## src/csf_map_mem.sv

```systemverilog
// Row memory for the present and article-start maps, with per-row valid bits
// so that the maps read as empty right after reset. No dependencies.
module csf_map_mem #(
	parameter int NUM_ROWS = 64,
	parameter int ROW_W    = 6,
	parameter int DATA_W   = 32
) (
	input  logic              clk,
	input  logic              arst_n,
	input  logic [ROW_W-1:0]  rd_addr,
	output logic [DATA_W-1:0] rd_data,
	input  logic              wr_en,
	input  logic [ROW_W-1:0]  wr_addr,
	input  logic [DATA_W-1:0] wr_data
);
	logic [DATA_W-1:0]   mem [NUM_ROWS];
	logic [DATA_W-1:0]   rd_data_q;
	logic [NUM_ROWS-1:0] row_valid_q;
	logic                rd_live_q;

	// Storage array and registered read.
	always_ff @(posedge clk) begin
		if (wr_en) begin
			mem[wr_addr] <= wr_data;
		end
		rd_data_q <= mem[rd_addr];
	end

	// Row valid bits: a row never written reads as all zero.
	always_ff @(posedge clk or negedge arst_n) begin
		if (!arst_n) begin
			row_valid_q <= '0;
			rd_live_q   <= 1'b0;
		end else begin
			if (wr_en) begin
				row_valid_q[wr_addr] <= 1'b1;
			end
			rd_live_q <= row_valid_q[rd_addr];
		end
	end

	assign rd_data = rd_live_q ? rd_data_q : '0;

endmodule

```

## config.mk

```make
export PLATFORM = sky130hd
export DESIGN_NAME = csf_map_mem
export DESIGN_NICKNAME = d
export VERILOG_FILES = /design/src/csf_map_mem.sv
export SDC_FILE = /design/constraint.sdc
export NUM_CORES = 2
export LEC_CHECK = 0
export ABC_AREA = 1
export BUFFER_PORTS_ARGS = -buffer_cell sky130_fd_sc_hd__buf_2
export CAP_MARGIN = 20
export CORE_ASPECT_RATIO = 0.75
export CORE_UTILIZATION = 43
export CTS_BUF_LIST = sky130_fd_sc_hd__clkbuf_4 sky130_fd_sc_hd__clkbuf_8
export DETAILED_ROUTE_END_ITERATION = 16
export PLACE_DENSITY = 0.57
export SLEW_MARGIN = 30
export SYNTH_ARGS = -nofsm -noshare
export SYNTH_HDL_FRONTEND = slang
export SYNTH_SLANG_ARGS = --single-unit
```

## constraint.sdc

```tcl
create_clock -name clk -period 1.35 [get_ports clk]
set_clock_uncertainty 0.2 [all_clocks]
set_input_delay 0 -clock clk [delete_from_list [all_inputs] [get_ports clk]]
set_output_delay 0 -clock clk [all_outputs]
set_load 0.05 [all_outputs]
```

==> run summary <==
Status -> complete, but fails checks
Failing checks -> DRC, hold timing, setup timing
Largest fanout on the critical path -> 28
Layout filler cell count -> 16,600
Gr ovfl total -> 0
Die area -> 202,000 um^2
Antenna violations before repair -> 8
GR peak layer -> met2
Worst Path Arrival -> 2.06 ns
Register clock-pin slew on the reported worst setup and hold paths -> 0.07 ns
Worst path required time -> 1.15 ns
Vias in the first global route -> 56,400
Synth Register Bits -> 2,145
TritonRoute pass-1 iters -> 12
ANT nets after route -> 0
Mapped cell area -> 86,000 um^2
Worst hold slack -> -0.159 ns
CP peak stage delay -> 0.42 ns
Worst Setup Slack, final -> -0.911 ns
Placed Area -> 96,700 um^2
Tcrit/Tclk final -> 168%
Finished Cell Area -> 108,000 um^2
Util after Layout -> 54.6%
WHS Endpoint -> mem[4][9]
Slew Limit Fails -> 0
Root Driver -> clkbuf_8
CTS buffer count -> 330
WS Path Type -> reg2out
DRT Wirelength -> 272 mm
Grt met3 use -> 3.77%
Die X -> 519 um
Violation count after the first detailed-route iteration -> 6,668
Endpoints failing hold -> 214
Post-synth top area share -> 71.5%
Nature of the critical path startpoint -> flop
Post-synth top cells -> nand2_1 (2,362), edfxtp_1 (2,048), nand3_1 (1,963)
Combinational share of power -> 9.2%
Power share of the sequential group -> 52.5%
Boundary pin count -> 79
Largest net degree at the start of global routing -> 65
# setup viols final -> 1,865
PwrDens -> 1310 nW/um^2
Core Area -> 198,000 um^2
Area of the multi-input gates -> 23,300 um^2
Synth area leader -> edfxtp_1
Crit-path leading delay family -> buffers and inverters
Fraction of layout cells with a size suffix above 1 -> 25.3%
Crit path max-delay cell type -> dfrtp_2
Sw frac -> 24.2%
Sequential cell area -> 63,800 um^2
M1 GR Usage -> 38.9%
Fmax -> 442 MHz
Worst Hold Launch -> wr_addr[3]
Cell variety after synth -> 21
Most frequent CP cell -> buf_12
Peak supply drop -> 0.990 mV
HP Class -> in2reg
Clock power share -> 38.3%
R2r startpoint -> mem[23][19]
Site row count -> 141
Initial Util -> 43.5%
DR DRC count -> 12
Final #Nets -> 7,928
Share of flip-flops with an asynchronous set or reset -> 3.03%
FF-to-FF End -> rd_data_q[19]
Maximum root-to-sink buffer count -> 4
Routed vias -> 60,100
Crit end category -> output port
Via density -> 5.57
Predominant post-synthesis flop cell -> edfxtp_1
Routability cong. -> 0.861
CTS sink count -> 2,145
Area Growth Syn to Fin -> 25.7%
Hpwl dp -> 163 mm
Slew headroom -> 20.0%
Register-to-register path setup slack -> -0.11 ns
Die height -> 389 um
Number of flops mapped to enable cells by yosys -> 2,048
Top post-synthesis cells by area -> edfxtp_1 (71%), nand3_1 (11%), nand2_1 (10%), dfrtp_1 (1.9%), buf_2 (1.1%)
TritonCTS clock tree -> done
# port buffers -> 78
Hold Path Depth -> 7
WL/cell -> 25.2 um
Dpl cells -> 10,100
Post-Synthesis Cells -> 7,118
Clk_lat worst skew -> 0.94 ns
Mapped Avg Cell Area -> 12.1 um^2
Non-Filler Instances -> 10,800
Leak -> 0.0398 uW
First-pass GRT wire length -> 389 mm
RSZ-0062 raised after global routing -> true
Syn_nets -> 7,165
Synth warnings -> 0
Fin crit period -> 2.26 ns
Internal power -> 107,000 uW
Slew @ Worst Pin -> 1.20 ns
Total chip power -> 142,000 uW
GRT met2 Usage -> 39.9%
Register-to-Register Path Depth -> 8
Global-route usage over all layers -> 26.2%
H-tree levels -> 5
Most common cell in the netlist -> nand2_1
Critical path buffer and inverter count -> 4
Worst path cell trace -> buf_12 > buf_4 > nand2_1 > inv_2 > buf_12
Sequential fraction of the synthesis area -> 74.1%
P_sw -> 34,200 uW
Number of max-cap violations -> 0
[logic make-up (layout without fill, tap and decap cells)]
family / count (synthesis) / count (layout) / synth area share, %
other: 0 / 4 / 0
DFF: 2145 / 2145 / 74.1
and+or+nand+nor: 4462 / 4462 / 22.5
buffers and inverters: 511 / 1530 / 3.33
[cell usage in the layout (no fill, tap or decap), drive strengths merged, types with 5 or more instances in the layout]
cell type    Yosys  final
nand2         2362   2362
edfxtp        2048   2048
nand3         1963   1963
buf            386    797
clkbuf          81    484
clkinv           3     98
dlygate4sd3      0     92
dfrtp           65     65
or2             64     64
nor2            56     56
inv             41     44
dfxtp           32     32
nor4             8      8
clkinvlp         0      8
bufinv           0      6
nor3             5      5
[cell type report]
| type | count | share of cell area [%] |
|---|---|---|
| tap | 2645 | 3.06 |
| clock inverter | 112 | 0.604 |
| sequential | 2145 | 59.0 |
| clock buffer | 476 | 5.37 |
| multi-input combinational | 4462 | 21.5 |
| timing repair buffer | 898 | 10.3 |
| antenna | 4 | 0.00926 |
| inverter | 44 | 0.190 |
[what timing repair did]
item | 4_1_cts | 5_1_grt
buffers inserted | 0 | 16
resized for setup | 419 | 379
endpoints found under the hold margin | 4258 | 1063
setup endpoints to repair | 65 | 1828
cloned | 0 | 9
hold buffers | 91 | 9
pin swaps | 262 | 373
[power by group through the flow]
stage / combinational, uW / clock (uW) / sequential, uW
after floorplan: 5520 / 0 / 75400
after global placement: 11300 / 0 / 75700
after detailed placement: 11400 / 0 / 75700
after CTS: 12400 / 55000 / 74400
after global routing: 13800 / 57700 / 74400
final: 13000 / 54200 / 74400
[flip-flops by register name, summed over array words and instances (netlist names)]
signal / flops
rd_data_q: 32
row_valid_q: 64
mem: 2048
rd_live_q: 1
[worst max-delay path by stage]
stage / start / endpoint / slack [ns] / depth (start not counted)
floorplan: wr_en / mem[48][0] / -1.33 / 3
global placement: rd_addr[0] / rd_data_q[19] / -1.16 / 12
detailed placement: rd_addr[0] / rd_data_q[19] / -1.12 / 12
CTS: rd_live_q / rd_data[9] / -0.99 / 5
global route: rd_live_q / rd_data[13] / -0.96 / 5
finish: rd_live_q / rd_data[13] / -0.91 / 5
[stage by stage]
step	worst slack [ns]	TNS, ns
2_1_floorplan	-1.33	-2200.99
3_3_place_gp	-1.16	-710.04
3_5_place_dp	-1.12	-742.67
4_1_cts	-0.986	-83.65
5_1_grt	-0.963	-307.91
6_report	-0.911	-240.06
[per-layer routing]
| layer | share of wire [%] | wire (um) | vias up |
|---|---|---|---|
| met4 | 3.1 | 8360 | 2 |
| met3 | 8.3 | 22700 | 445 |
| met2 | 45 | 121000 | 2818 |
| met5 | 0.0044 | 12 | - |
| li1 | - | - | 26800 |
| met1 | 44 | 119000 | 30000 |
[worst reg2reg max path: cells and delay by family (launching register included)]
family        cells  cell delay [ns]
flops             1             0.35
simple gates      8             0.81
(Power assumes the default switching activity.)
