## src/csf_pkg.sv

```systemverilog
// Shared constants, operation codes and the row-scan result type for the
// circular page successor finder. No dependencies.
package csf_pkg;

	// Fixed field widths.
	localparam int PAGE_W = 10;
	localparam int OP_W   = 3;

	// Maps are stored as rows of WORD_W bits; one row is scanned per cycle.
	localparam int WORD_W = 16;
	localparam int BIT_W  = 4;

	// Default page space.
	localparam int DEF_PAGE_SPACE = 1024;

	// Operation codes.
	localparam logic [OP_W-1:0] OP_INSERT    = 3'd0;
	localparam logic [OP_W-1:0] OP_NEXT_PAGE = 3'd1;
	localparam logic [OP_W-1:0] OP_PREV_PAGE = 3'd2;
	localparam logic [OP_W-1:0] OP_NEXT_ART  = 3'd3;
	localparam logic [OP_W-1:0] OP_PREV_ART  = 3'd4;

	// Summary of one map row as seen by the scan unit.
	typedef struct packed {
		logic             any;     // row holds at least one member
		logic [BIT_W-1:0] lo_bit;  // lowest member in the row
		logic [BIT_W-1:0] hi_bit;  // highest member in the row
		logic             up_hit;  // some member lies above the reference
		logic [BIT_W-1:0] up_bit;  // lowest such member
		logic             dn_hit;  // some member lies below the reference
		logic [BIT_W-1:0] dn_bit;  // highest such member
	} scan_row_t;

endpackage

```

## src/csf_row_scan.sv

```systemverilog
// Shared compare and priority unit: summarizes one map row against the
// reference page number. Depends on csf_pkg.
module csf_row_scan #(
	parameter int ROW_W = 6,
	parameter int CMP_W = 10
) (
	input  logic [csf_pkg::WORD_W-1:0] word,
	input  logic [ROW_W-1:0]           row,
	input  logic [CMP_W-1:0]           ref_num,
	output csf_pkg::scan_row_t         summary
);
	import csf_pkg::*;

	localparam int IDX_W = ROW_W + BIT_W;

	logic [WORD_W-1:0] above;
	logic [WORD_W-1:0] below;

	// Per-bit compare of the global page index against the reference.
	always_comb begin
		logic [IDX_W-1:0] idx;
		logic [CMP_W-1:0] idx_ext;
		above = '0;
		below = '0;
		for (int b = 0; b < WORD_W; b++) begin
			idx     = {row, BIT_W'(b)};
			idx_ext = CMP_W'(idx);
			above[b] = word[b] && (idx_ext > ref_num);
			below[b] = word[b] && (idx_ext < ref_num);
		end
	end

	// Priority encoders over the row.
	always_comb begin
		summary = '0;
		summary.any    = |word;
		summary.up_hit = |above;
		summary.dn_hit = |below;
		for (int b = WORD_W - 1; b >= 0; b--) begin
			if (word[b]) begin
				summary.lo_bit = BIT_W'(b);
			end
			if (above[b]) begin
				summary.up_bit = BIT_W'(b);
			end
		end
		for (int b = 0; b < WORD_W; b++) begin
			if (word[b]) begin
				summary.hi_bit = BIT_W'(b);
			end
			if (below[b]) begin
				summary.dn_bit = BIT_W'(b);
			end
		end
	end

endmodule

```

## config.mk

```make
export PLATFORM = sky130hd
export DESIGN_NAME = csf_row_scan
export DESIGN_NICKNAME = d
export VERILOG_FILES = /design/src/csf_pkg.sv /design/src/csf_row_scan.sv
export SDC_FILE = /design/constraint.sdc
export NUM_CORES = 1
export LEC_CHECK = 0
export BUFFER_PORTS_ARGS = -buffer_cell sky130_fd_sc_hd__clkbuf_2
export CAP_MARGIN = 15
export CORE_UTILIZATION = 58
export DETAILED_ROUTE_END_ITERATION = 10
export GPL_TIMING_DRIVEN = 0
export PLACE_DENSITY = 0.91
export SLEW_MARGIN = 20
export SYNTH_ARGS = -nofsm -noshare
export SYNTH_HDL_FRONTEND = slang
export SYNTH_SLANG_ARGS = --single-unit
```

## constraint.sdc

```tcl
create_clock -name vclk -period 4.5
set_input_delay 0.45 -clock vclk [all_inputs]
set_output_delay 0.45 -clock vclk [all_outputs]
set_load 0.01 [all_outputs]
```

==> flow_summary.json <==
{
  "endpoint_kind": "primary output",
  "drt_iter0_markers": 123,
  "final-setup-viol-count": 0,
  "grt_max_degree": 11,
  "num-clock-buffers": 0,
  "finalSetupTns_ps": 0,
  "hold_violations": 0,
  "dr_total_vias": 2027,
  "synth.yosys.seq_area_share_pct": 0,
  "worst-endpoint-arrival_ps": 3270,
  "synth_compound_area_share_pct": 47.4,
  "outcome": "completed",
  "drive_gt1_share_pct": 19.7,
  "netSwitchingPower_uw": 126,
  "period_needed_ps": 3720,
  "effective_utilization_at_floorplan_pct": 63.8,
  "syn-cell-area_mm2": 0.00145,
  "synth_top_area_share_pct": 8.62,
  "synth-adder-area-share_pct": 6.03,
  "final.setup.worst_slack_ps": 777,
  "final-max-slew-violation-count": 0,
  "worst_path_max_delay_cell": "nor4_1",
  "fp.dieW_um": 52.0,
  "power.static_leakage_uw": 0.000731,
  "synth_top_family_by_area": "compound AO/OA/AOI/OAI gates",
  "antennaDiodeCount": 0,
  "final_antenna_net_count": 0,
  "dieArea_mm2": 0.00271,
  "dpl_worst_slack_ps": 910,
  "placed_cells_incl_taps": 312,
  "max-vdd-ir-drop_mv": 0.0854,
  "drc_errors": 0,
  "die_h_um": 52.0,
  "final.fill_count": 198,
  "critPathMostFrequentCell": "clkbuf_2",
  "cts_setup_buffers": 0,
  "average_cell_area_after_synthesis_um2": 5.97,
  "power_per_cell_area_mw_per_mm2": 125,
  "layout-area-overhead-vs-synth_pct": 16.6,
  "critPathKind": "in2out",
  "dp_hpwl_um": 3600,
  "max_slew_margin_vs_limit_pct": 36.8,
  "grt_use_total_pct": 33.9,
  "routabilityCongestion": 1.01,
  "p_int_uw": 85.5,
  "core_mm2": 0.00228,
  "slowest_delay_ps": 790,
  "synth_xor_area_share_pct": 0,
  "syn_warnings": 0,
  "synthCells": 243,
  "drt-pass1-iter-count": 5,
  "max_slew.worst_pin.slew_ps": 940,
  "cts_hold_buf": 0,
  "post_synth_and_or_nand_nor_area_fraction_pct": 36.6,
  "total_power_uw": 211,
  "post_drt_via_cell_ratio": 6.50,
  "fin_nets": 325,
  "synthTopCellsByCount": "a21oi_1 (25), nand2_1 (25), inv_1 (18), o21ai_0 (18), nor2_1 (16)",
  "path_max_fanout": 10,
  "first_global_vias": 1634,
  "power.share.switching_pct": 59.6,
  "timing.max_cap.violations": 0,
  "post_synth_mux_area_share_pct": 0.690,
  "totalWireLength_um": 4450,
  "crit_chain": "clkbuf_2, inv_1, ha_1, nand4_2, buf_2, nor4_1, nor2_1, a311oi_1, o21bai_1, a21boi_0, a22o_1, clkbuf_2",
  "comb_pwr_share_pct": 100.0,
  "period_share_pct": 82.7,
  "grt_setup_unrepaired": "false",
  "antenna_found_initial": 0,
  "ioPinCount": 51,
  "grt-ovfl-total": 0,
  "crit_required_ps": 4050,
  "synth.lib_cells_used.distinct": 53,
  "cts-resized-gates": 0,
  "wire_per_inst_um": 14.2,
  "layout.area.seq_um2": 0,
  "layoutNonFillerInstCount": 312,
  "clockPowerShare_pct": 0,
  "worstHoldPathType": "in2out",
  "synthesized_nets": 282,
  "rows": 17,
  "synth_top_cells_by_area": "a21oi_1 (8.6%), nand2_1 (6.5%), o21ai_0 (6.2%)",
  "numSequentialCells": 0,
  "sequentialPowerShare_pct": 0,
  "placement.io_buffers": 41,
  "timing.critical_path.from_type": "input port",
  "yosysTopAreaCell": "a21oi_1",
  "grt_pass1_wl_um": 7220,
  "max_freq_ghz": 0.269
}
[cells in the final DEF (no fill, tap or decap), types with 6 or more instances in the layout]
cell type and instances:
clkbuf_2 42, nand2_1 25, a21oi_1 25, inv_1 18, o21ai_0 18, nor2_1 16
clkbuf_1 13, nor3_1 11, or3_1 7, ha_1 7, o31ai_1 6, nor2b_1 6
or2_2 6, nand3_1 6
[power by group through the flow]
stage / Combinational [uW] / Clock (uW) / Sequential [uW]
after detailed placement: 206 / 0 / 0
after CTS: 207 / 0 / 0
after global routing: 233 / 0 / 0
after global placement: 204 / 0 / 0
final: 211 / 0 / 0
after floorplan: 146 / 0 / 0
[worst max-delay path: cells and delay by family]
family / cells / cell delay (ps)
buffers and inverters: 4 / 460
adder cells (fa/ha/maj): 1 / 340
AND/OR/NAND/NOR: 3 / 1150
AO/OA/AOI/OAI: 4 / 880
[layer usage]
layer	global-route usage, %	vias to the layer above	routed length, um
met4	6.76	0	99
li1	-	1011	-
met5	0	-	0
met2	59.4	118	2060
met1	45.9	885	1890
met3	0.585	13	395
[cell type report]
| type | instances | area (um2) | share of cell area (%) |
|---|---|---|---|
| inverter | 18 | 67.6 | 3.99 |
| multi-input combinational | 208 | 1320 | 77.8 |
| buffer | 17 | 67.6 | 3.99 |
| timing repair buffer | 41 | 205 | 12.1 |
| tap | 28 | 35.0 | 2.07 |
[cell families (layout without fill, tap and decap cells)]
family / count (synthesis) / count (layout)
compound gates: 101 / 101
mux: 1 / 1
buf+inv: 35 / 76
simple gates: 99 / 99
fa+ha+maj: 7 / 7
[final timing paths]
| kind | startpoint | to | slack [ps] | depth (start not counted) |
|---|---|---|---|---|
| min | word[4] | summary[14] | 1230 | 3 |
| max | ref_num[9] | summary[5] | 780 | 12 |
[through the flow]
| step | util (%) | cell area (um2) | hold slack [ps] |
|---|---|---|---|
| 3_3_place_gp | 74.3 | 1690 | 1220 |
| 4_1_cts | 74.3 | 1690 | 1230 |
| 2_1_floorplan | - | 1450 | 995 |
| 3_5_place_dp | 74.3 | 1690 | 1230 |
| 6_report | 74.3 | 1690 | 1230 |
| 5_1_grt | 74.3 | 1690 | 1260 |
Note: power is estimated with default switching activity, not from simulation.
